### src/design/vfms_pkg.sv
// Shared constants and types for the frame majority smoother.
`default_nettype none

package vfms_pkg;

   // Field widths of the streams and the register port.
   localparam int SCORE_W    = 16;
   localparam int FRAME_W    = 16;
   localparam int CSR_ADDR_W = 2;
   localparam int CSR_DATA_W = 16;
   localparam int HALF_W     = 4;

   typedef logic [CSR_ADDR_W-1:0] csr_addr_type;

   // Register indexes of the write port.
   localparam csr_addr_type CSR_WINDOW_HALF       = 2'd0;
   localparam csr_addr_type CSR_THRESHOLD_MODE    = 2'd1;
   localparam csr_addr_type CSR_SILENCE_THRESHOLD = 2'd2;

   // Request kinds carried on req_tuser.
   localparam logic OP_FRAME = 1'b0;
   localparam logic OP_FLUSH = 1'b1;

endpackage

`default_nettype wire

### src/design/vad_frame_majority_smoother_unit.sv
// Top level of the voice activity majority-vote smoother.
// A frame is accepted in the idle state, which registers its scores; the vote state adds
// its vote and, once the next unlabelled frame has its full window, registers that
// frame's label on rsp_, or waits in the label state while the result side is busy. A new
// frame is taken only in idle; a flush labels the rest one per cycle while rsp_ is free.
// Reset: synchronous, active high; clears the vote window, counts, frame numbering and the
// configuration registers (half width 0, mode 0, threshold 0).
`default_nettype none

module vad_frame_majority_smoother_unit #(
   parameter int MAX_HALF = 15
) (
   input  wire logic                                clock,
   input  wire logic                                reset,
   // Request stream.
   input  wire logic                                req_tvalid,
   output logic                                     req_tready,
   // tdata from bit 0 up: silence_score[15:0], speech_score[15:0].
   input  wire logic [2*vfms_pkg::SCORE_W-1:0]      req_tdata,
   // tuser: opcode (0 frame scores, 1 end of stream flush).
   input  wire logic                                req_tuser,
   // Result stream.
   output logic                                     rsp_tvalid,
   input  wire logic                                rsp_tready,
   // tdata from bit 0 up: frame_number[15:0], is_silence, seven zero bits.
   output logic [23:0]                              rsp_tdata,
   output logic                                     rsp_tlast,
   // Register write port.
   input  wire logic                                csr_we,
   input  wire vfms_pkg::csr_addr_type              csr_addr,
   input  wire logic [vfms_pkg::CSR_DATA_W-1:0]     csr_wdata
);

   // The window holds up to 2*MAX_HALF+1 votes, oldest in bit 0.
   localparam int DEPTH = 2 * MAX_HALF + 1;
   localparam int CW    = $clog2(DEPTH + 1);
   localparam int IW    = $clog2(DEPTH);

   typedef enum logic [1:0] {
      ST_IDLE,
      ST_VOTE,
      ST_LABEL,
      ST_FLUSH
   } state_type;

   state_type                       state_ff, state_in;
   logic [DEPTH-1:0]                win_ff, win_in;
   logic [CW-1:0]                   held_ff, held_in;
   logic [CW-1:0]                   lab_ff, lab_in;
   logic [CW-1:0]                   cnt_ff, cnt_in;
   logic [vfms_pkg::FRAME_W-1:0]    oldest_ff, oldest_in;
   logic [vfms_pkg::SCORE_W-1:0]    sil_ff, sil_in;
   logic [vfms_pkg::SCORE_W-1:0]    sp_ff, sp_in;
   logic [vfms_pkg::HALF_W-1:0]     half_ff, half_in;
   logic                            mode_ff, mode_in;
   logic [vfms_pkg::SCORE_W-1:0]    thr_ff, thr_in;
   logic                            rsp_valid_ff, rsp_valid_in;
   logic [vfms_pkg::FRAME_W-1:0]    rsp_num_ff, rsp_num_in;
   logic                            rsp_sil_ff, rsp_sil_in;
   logic                            rsp_last_ff, rsp_last_in;

   logic [CW-1:0]                   weff;
   logic [CW-1:0]                   win_len;
   logic                            vote;
   logic                            out_free;
   // Window view that the label step works on: the stored window, or in the vote
   // cycle the window with the new vote appended.
   logic [DEPTH-1:0]                cur_win;
   logic [CW-1:0]                   cur_held;
   logic [CW-1:0]                   cur_cnt;
   logic                            need_label;
   // Outcome of one label step.
   logic [DEPTH-1:0]                lab_win;
   logic [CW-1:0]                   lab_held;
   logic [CW-1:0]                   lab_lab;
   logic [CW-1:0]                   lab_cnt;
   logic [vfms_pkg::FRAME_W-1:0]    lab_old;
   logic [vfms_pkg::FRAME_W-1:0]    lab_num;
   logic                            lab_sil;
   logic                            drop;

   // Half widths beyond what the window can hold saturate at MAX_HALF.
   assign weff = (32'(half_ff) > 32'(MAX_HALF)) ? CW'(MAX_HALF) : CW'(half_ff);
   assign win_len = {weff[CW-2:0], 1'b1};

   // A signed comparison, chosen by the mode bit, forms the raw vote.
   assign vote = mode_ff ? ($signed(sil_ff) >= $signed(thr_ff))
                         : ($signed(sil_ff) >= $signed(sp_ff));

   assign out_free = !rsp_valid_ff || rsp_tready;

   // Append the vote in the vote cycle while the window is still filling; in steady
   // state the previous label step has already dropped the oldest vote.
   always_comb begin
      cur_win  = win_ff;
      cur_held = held_ff;
      cur_cnt  = cnt_ff;
      if (state_ff == ST_VOTE && held_ff < win_len) begin
         cur_win[held_ff[IW-1:0]] = vote;
         cur_held = held_ff + CW'(1);
         cur_cnt  = cnt_ff + CW'(vote);
      end
   end

   assign need_label = (cur_held - lab_ff) > weff;

   // Label step: the next unlabelled frame is judged by the votes held, which are
   // exactly the frames of its window seen so far. 2*count > 2W+1 is count > W.
   // Once W older frames sit before it, the oldest vote leaves the window.
   always_comb begin
      lab_num  = oldest_ff + vfms_pkg::FRAME_W'(lab_ff);
      lab_sil  = cur_cnt > weff;
      drop     = (lab_ff >= weff) && (cur_held != '0);
      lab_win  = cur_win;
      lab_held = cur_held;
      lab_lab  = lab_ff + CW'(1);
      lab_cnt  = cur_cnt;
      lab_old  = oldest_ff;
      if (drop) begin
         lab_win  = cur_win >> 1;
         lab_held = cur_held - CW'(1);
         lab_lab  = lab_ff;
         lab_cnt  = cur_cnt - CW'(cur_win[0]);
         lab_old  = oldest_ff + vfms_pkg::FRAME_W'(1);
      end
   end

   // Sequencer.
   always_comb begin
      state_in     = state_ff;
      win_in       = win_ff;
      held_in      = held_ff;
      lab_in       = lab_ff;
      cnt_in       = cnt_ff;
      oldest_in    = oldest_ff;
      sil_in       = sil_ff;
      sp_in        = sp_ff;
      half_in      = half_ff;
      mode_in      = mode_ff;
      thr_in       = thr_ff;
      rsp_valid_in = rsp_valid_ff && !rsp_tready;
      rsp_num_in   = rsp_num_ff;
      rsp_sil_in   = rsp_sil_ff;
      rsp_last_in  = rsp_last_ff;

      unique case (state_ff)
         ST_IDLE: begin
            if (req_tvalid) begin
               sil_in   = req_tdata[vfms_pkg::SCORE_W-1:0];
               sp_in    = req_tdata[2*vfms_pkg::SCORE_W-1:vfms_pkg::SCORE_W];
               state_in = (req_tuser == vfms_pkg::OP_FLUSH) ? ST_FLUSH : ST_VOTE;
            end
         end
         ST_VOTE: begin
            win_in  = cur_win;
            held_in = cur_held;
            cnt_in  = cur_cnt;
            if (!need_label) begin
               state_in = ST_IDLE;
            end else if (out_free) begin
               win_in       = lab_win;
               held_in      = lab_held;
               lab_in       = lab_lab;
               cnt_in       = lab_cnt;
               oldest_in    = lab_old;
               rsp_valid_in = 1'b1;
               rsp_num_in   = lab_num;
               rsp_sil_in   = lab_sil;
               rsp_last_in  = 1'b1;
               state_in     = ST_IDLE;
            end else begin
               state_in = ST_LABEL;
            end
         end
         ST_LABEL: begin
            // The vote is already in the window; wait for the result register.
            if (out_free) begin
               win_in       = lab_win;
               held_in      = lab_held;
               lab_in       = lab_lab;
               cnt_in       = lab_cnt;
               oldest_in    = lab_old;
               rsp_valid_in = 1'b1;
               rsp_num_in   = lab_num;
               rsp_sil_in   = lab_sil;
               rsp_last_in  = 1'b1;
               state_in     = ST_IDLE;
            end
         end
         ST_FLUSH: begin
            if (lab_ff < held_ff) begin
               if (out_free) begin
                  win_in       = lab_win;
                  held_in      = lab_held;
                  lab_in       = lab_lab;
                  cnt_in       = lab_cnt;
                  oldest_in    = lab_old;
                  rsp_valid_in = 1'b1;
                  rsp_num_in   = lab_num;
                  rsp_sil_in   = lab_sil;
                  rsp_last_in  = !(lab_lab < lab_held);
               end
            end else begin
               // Everything is labelled: empty the window and restart numbering.
               win_in    = '0;
               held_in   = '0;
               lab_in    = '0;
               cnt_in    = '0;
               oldest_in = '0;
               state_in  = ST_IDLE;
            end
         end
      endcase

      // Register writes must arrive only while the block is idle; the block itself does not enforce this.
      if (csr_we) begin
         unique case (csr_addr)
            vfms_pkg::CSR_WINDOW_HALF: begin
               half_in   = csr_wdata[vfms_pkg::HALF_W-1:0];
               win_in    = '0;
               held_in   = '0;
               lab_in    = '0;
               cnt_in    = '0;
               oldest_in = '0;
            end
            vfms_pkg::CSR_THRESHOLD_MODE: begin
               mode_in = csr_wdata[0];
            end
            vfms_pkg::CSR_SILENCE_THRESHOLD: begin
               thr_in = csr_wdata;
            end
            default: begin
            end
         endcase
      end
   end

   always_ff @(posedge clock) begin
      if (reset) begin
         state_ff     <= ST_IDLE;
         win_ff       <= '0;
         held_ff      <= '0;
         lab_ff       <= '0;
         cnt_ff       <= '0;
         oldest_ff    <= '0;
         half_ff      <= '0;
         mode_ff      <= 1'b0;
         thr_ff       <= '0;
         rsp_valid_ff <= 1'b0;
      end else begin
         state_ff     <= state_in;
         win_ff       <= win_in;
         held_ff      <= held_in;
         lab_ff       <= lab_in;
         cnt_ff       <= cnt_in;
         oldest_ff    <= oldest_in;
         half_ff      <= half_in;
         mode_ff      <= mode_in;
         thr_ff       <= thr_in;
         rsp_valid_ff <= rsp_valid_in;
      end
      sil_ff      <= sil_in;
      sp_ff       <= sp_in;
      rsp_num_ff  <= rsp_num_in;
      rsp_sil_ff  <= rsp_sil_in;
      rsp_last_ff <= rsp_last_in;
   end

   assign req_tready = (state_ff == ST_IDLE);
   assign rsp_tvalid = rsp_valid_ff;
   assign rsp_tdata  = {7'b0, rsp_sil_ff, rsp_num_ff};
   assign rsp_tlast  = rsp_last_ff;

endmodule

`default_nettype wire
### config.mk
export PLATFORM = sky130hd
export DESIGN_NAME = vad_frame_majority_smoother_unit
export DESIGN_NICKNAME = d
export VERILOG_FILES = /design/src/design/vfms_pkg.sv /design/src/design/vad_frame_majority_smoother_unit.sv
export SDC_FILE = /design/constraint.sdc
export NUM_CORES = 1
export LEC_CHECK = 0
export BUFFER_PORTS_ARGS = -buffer_cell sky130_fd_sc_hd__buf_2
export CORE_MARGIN = 8
export CORE_UTILIZATION = 55
export DETAILED_ROUTE_END_ITERATION = 6
export PLACE_DENSITY = 0.77
export SYNTH_ARGS = -nofsm -noshare
export SYNTH_HDL_FRONTEND = slang
export SYNTH_SLANG_ARGS = --single-unit
export TNS_END_PERCENT = 30
### constraint.sdc
create_clock -name clock -period 5.2 [get_ports clock]
set_clock_uncertainty 0.1 [all_clocks]
set_input_delay 0.26 -clock clock [delete_from_list [all_inputs] [get_ports clock]]
set_output_delay 0.26 -clock clock [all_outputs]
set_load 0.02 [all_outputs]
==> results of run 1 <==
[per-stage QoR]
stage	utilization, %	setup slack (ns)	instance area, um^2
5_1_grt	65.7	0.0219	11300
2_1_floorplan	-	0.254	9620
4_1_cts	65.6	0.248	11300
3_5_place_dp	59.5	0.287	10200
3_3_place_gp	59.5	0.450	10200
6_report	65.7	0.265	11300
[sequential cells by signal, summed over array words and instances, names as in the netlist, 2 cells and up]
| name | cells |
|---|---|
| thr_ff | 16 |
| rsp_num_ff | 16 |
| half_ff | 4 |
| sp_ff | 16 |
| lab_ff | 5 |
| cnt_ff | 5 |
| held_ff | 5 |
| oldest_ff | 16 |
| state_ff | 2 |
| sil_ff | 16 |
| win_ff | 31 |
[worst paths after layout]
check / to / slack [ns] / start / cells after the start
max: win_ff[1] / 0.27 / half_ff[2] / 20
min: state_ff[0] / 0.02 / req_tvalid / 3
max reg2reg: win_ff[1] / 0.27 / half_ff[2] / 20
min reg2reg: win_ff[23] / 0.36 / win_ff[23] / 2
[worst min-delay path, cell delays in order]
cell	delay [ns]
buf_2	0.11
nand2_1	0.07
a21oi_1	0.06
[cell type report]
cell class	count	area (um^2)	share of cell area, %
Sequential cell	136	3220	28.6
Clock buffer	19	443	3.93
Multi-Input combinational cell	900	5760	51.1
Timing Repair Buffer	163	1150	10.2
Clock inverter	13	145	1.29
Tap cell	225	282	2.50
Inverter	73	274	2.43
[routing by layer]
layer  vias up  GRT usage (%)  routed length, um
li1       4536              -                  -
met3       141           7.02               3480
met5         -              0                  0
met1      4570           36.3              12500
met2       606           42.5              13400
met4         0           13.1               1330
[where the power goes]
part / internal, mW / switching (mW)
Sequential: 1.29 / 0.0994
Clock: 0.724 / 0.504
Combinational: 1.14 / 2.23
[placed cells by master (no fill, tap or decap), types with 8 or more instances in the layout]
cell type,instances
a211oi_1,10
a21o_1,12
a21oi_1,107
a221oi_1,10
a22oi_1,12
a31oi_1,17
and2_1,9
and3_1,9
buf_2,75
buf_4,42
clkbuf_16,17
dfxtp_1,86
dlygate4sd3_1,46
edfxtp_1,50
ha_1,75
inv_1,73
mux2i_1,8
nand2_1,152
nand2b_1,12
nand3_1,42
nand4_1,18
nor2_1,77
nor3_1,26
o211ai_1,13
o21a_1,9
o21ai_0,93
o22ai_1,10
o31ai_1,15
or3_1,8
xnor2_1,28
[logic make-up after synthesis]
kind of cell,after synthesis,synth area share (%)
and+or+nand+nor,390,19.0
AOI/OAI and AO/OA,380,25.6
buffers and inverters,153,6.74
DFF,136,33.6
adders and majority gates,78,10.3
xor gates and xnor gates,35,3.42
muxes,10,1.23
other,1,0.0391
[timing repair]
action	4_1_cts	5_1_grt
endpoints found under the setup margin	0	13
buffers inserted	0	0
resized for setup	0	4
hold buffers	46	0
endpoints found under the hold margin	47	0
==> impl_metrics.ini, run 1 <==
[cells_and_area]
areaGrowthSynthToFinish_pct = 17.6
fillers = 1412
drive_gt1_share_pct = 13.8
final_cells = 1529
n_antenna_cell = 0
nets = 1424

[critical_path]
endpoint_kind = register
worst_path_largest_cell_delay_ns = 0.44
slowest_stage = o32a_1
required_ns = 5.41
cp_max_fo = 17
critPathKind = reg -> reg
cp-start-kind = register
crit_buf_inv = 3
path_cells = inv_1 -> ha_1 -> nand3_1 -> o221a_2 -> and2_0 -> xnor2_1 -> inv_1 -> ha_1 -> a21oi_1 -> xnor2_1 -> ha_1 -> nand3_1 -> nor2_1 -> o32a_1 -> o21a_2 -> buf_4 -> a21oi_1 -> o22ai_1 -> a221oi_1 -> a21oi_1
cp.arrival_ns = 5.15
crit_family = compound AO/OA/AOI/OAI gates

[hold_path]
hold_class = in -> reg

[timing]
fmax_mhz = 203
final.setup.tns_ns = 0
rsz0062_at_grt = no
max_slew_margin_pct = 35.3
min_period_over_period_pct = 94.9
hold_viol = 0
tightest_slew_ns = 0.969
layout_min_cycle_time_ns = 4.93
setup_viol = 0
drv_slew = 0
fin_hold_ws_ns = 0.0194

[placement]
place_congestion = 0.934
port_buffers = 75
dpl.cell_count = 1451
dp_hpwl_um = 20400

[logic_synthesis]
yosys.area.top_type = dfxtp_1
synth_enable_flop_cells = 50
synth-main-ff-cell = dfxtp_1
postSynthCellCount = 1183
ys_seq_area_share_pct = 33.6
yosysWarnings = 0
synth.most_common_cell = nand2_1
synth_area_leaders = dfxtp_1 (18%), edfxtp_1 (16%), ha_1 (9.8%)
synthTopCellsByCount = nand2_1 (152), a21oi_1 (107), o21ai_0 (93), dfxtp_1 (86), nor2_1 (78)
synth-async-reset-ratio_pct = 0
ys_seq_elements = 136
avgSynthCellArea_um2 = 8.11
yosysTopAreaCellShare_pct = 17.9
synthDistinctLibCells = 83
post_synth_instance_area_um2 = 9590

[global_routing]
antenna_found_initial = 0
grt_remaining_overflow = 0
grt_pass1_vias = 9409
globalRouteTotalUtil_pct = 27.9
grt_start_max_net_pins = 46
grt_pass1_wl_um = 49000

[die]
core_area_um2 = 17200
rows = 48
start_util_pct = 55.8
die_w_um = 148
die_area_um2 = 21900
die_y_um = 148
pin_count = 83

[drt]
ant_nets = 0
drt-initial-drc-count = 1166
drc = 0
wl_um = 30700
dr.pass1.iters = 6
via_per_inst = 6.44
wl_per_cell_um = 20.1
vias = 9853

[power_and_ir_drop]
leakage_nw = 4.40
finalPower_mw = 5.98
power_density_nw_per_um2 = 530
peakVddDrop_mv = 0.527

[clocking]
root_buffer = clkbuf_16
path_clk_slew_ns = 0.06
clk_latency_ns = 0.43
h-tree-depth = 4
tritoncts = built
numCtsBuffers = 17
clockBufferDepth = 2
cts_sinks = 136

[run_status]
status = finished clean

[run]
drv_cap = 0
Note: power is estimated with default switching activity, not from simulation.
==> inputs of run 2 (changes only) <==
- REMOVE_ABC_BUFFERS: unset -> 1
==> impl_metrics.ini, run 2 (synthesis results as in run 1) <==
[run_status]
status = finished clean

[global_routing]
met2_usage_pct = 43.5
grt.busiest_layer = met2
use_met1_pct = 34.5
grt_pass1_wl_um = 48500
grt_pass1_vias = 9633
antenna_found_initial = 0
grt_remaining_overflow = 0
grt_start_max_net_pins = 45
use_met3_pct = 7.08
globalRouteTotalUtil_pct = 27.3

[placement]
placed_area_um2 = 10200
place_congestion = 0.963
dp_hpwl_um = 20200
dpl.cell_count = 1445
port_buffers = 75

[cells_and_area]
areaGrowthSynthToFinish_pct = 17.3
n_antenna_cell = 0
fillers = 1459
regArea_um2 = 3220
largest_reg_flops = 31
final_cells = 1524
nets = 1419
multi_input_area_um2 = 5750
final_cell_mix = nand2_1 (152), a21oi_1 (107), o21ai_0 (93)
fin_area_um2 = 11200
drive_gt1_share_pct = 13.3
final_common_cell = nand2_1
max_flop_register = win_ff
utilization_pct = 65.5

[die]
core_area_um2 = 17200
pin_count = 83
die_area_um2 = 21900
die_y_um = 148
rows = 48
start_util_pct = 55.8
die_w_um = 148

[timing]
max_slew_margin_pct = 19.0
rsz0062_at_grt = no
hold_viol = 0
tightest_slew_ns = 1.21
layout_min_cycle_time_ns = 4.84
drv_slew = 0
min_period_over_period_pct = 93.1
final.setup.tns_ns = 0
fmax_mhz = 207
setup_viol = 0

[critical_path]
cp.arrival_ns = 5.07
required_ns = 5.42
cp_max_fo = 14
rr_worst_depth = 20
endpoint_kind = register
cp-start-kind = register
critPathKind = reg -> reg

[drt]
wl_um = 30100
vias = 9755
via_per_inst = 6.40
drc = 0
dr.pass1.iters = 5
ant_nets = 0
wl_per_cell_um = 19.8
drt-initial-drc-count = 1186

[run]
drv_cap = 0

[clocking]
clk_latency_ns = 0.44
numCtsBuffers = 17
tritoncts = built
path_clk_slew_ns = 0.07
h-tree-depth = 4
cts_sinks = 136
clockBufferDepth = 2
root_buffer = clkbuf_16

[hold_path]
hold_class = in -> reg
whs_path_depth = 3

[power_and_ir_drop]
peakVddDrop_mv = 0.403
switching_share_pct = 47.8
switching_power_mw = 2.83
leakage_nw = 4.38
seq_power_share_pct = 23.4
power_density_nw_per_um2 = 527
clkPwrFrac_pct = 21.2
comb_power_share_pct = 55.4
p_int_mw = 3.09
## run 2: changes by cell type in the layout (fill, tap and decap cells not counted), moves of 2 or more
cell	before	now
clkinv_2	2	0
inv_6	3	5
clkinv_8	0	2
inv_8	0	4
buf_4	42	36
## run 2: layout make-up
cell class	instances	area share [%]
inverter	73	2.44
multi-input combinational	900	51.1
clock inverter	15	1.58
sequential	136	28.7
timing repair buffer	158	9.92
clock buffer	17	3.78
tap	225	2.50
## run 2: final timing paths
path / startpoint / to / slack [ns]
min: csr_wdata[0] / thr_ff[0] / 0.04
max reg2reg: held_ff[1] / win_ff[9] / 0.36
max: held_ff[1] / win_ff[9] / 0.36
min reg2reg: thr_ff[14] / thr_ff[14] / 0.36
## run 2: per-stage QoR
step                      setup slack, ns  power [mW]  hold WS, ns
final                               0.358        5.93       0.0375
after global routing               0.0343        6.23       0.0354
after CTS                           0.302        5.81       0.0239
after detailed placement            0.324        4.52        0.338
after global placement              0.497        4.47        0.336
after floorplan                     0.167        3.40        0.229
## run 2: power groups by stage
stage / logic, mW / registers [mW] / clock network [mW]
2_1_floorplan: 1.92 / 1.48 / 0
3_3_place_gp: 3.07 / 1.40 / 0
3_5_place_dp: 3.11 / 1.40 / 0
4_1_cts: 3.17 / 1.38 / 1.26
5_1_grt: 3.53 / 1.40 / 1.31
6_report: 3.28 / 1.39 / 1.26
## run 2: timing repair
action / CTS / global route
setup endpoints to repair: 0 / 19
hold buffers: 47 / 0
buffers inserted: 0 / 0
hold endpoints to repair: 50 / 0
gates resized for setup: 0 / 1
## run 2: critical path, stage by stage (launching register included)
cell and delay (ns):
dfxtp_1 0.54, ha_1 0.30, a21oi_1 0.15, o221a_2 0.27, buf_4 0.22, xnor2_1 0.21, ha_1 0.25, inv_1 0.05
a21o_1 0.17, a21oi_1 0.17, xnor2_1 0.14, ha_1 0.26, nand3_1 0.09, nor2_1 0.05, o32a_1 0.46, o21a_1 0.38
buf_4 0.27, a21oi_1 0.13, o22ai_1 0.11, a221oi_1 0.32, a21oi_1 0.10
## run 2: metal layers
| metal | share of wire, % | wire (um) |
|---|---|---|
| met5 | 0 | 0 |
| met4 | 2.9 | 864 |
| met3 | 11 | 3330 |
| met2 | 45 | 13600 |
| met1 | 41 | 12300 |
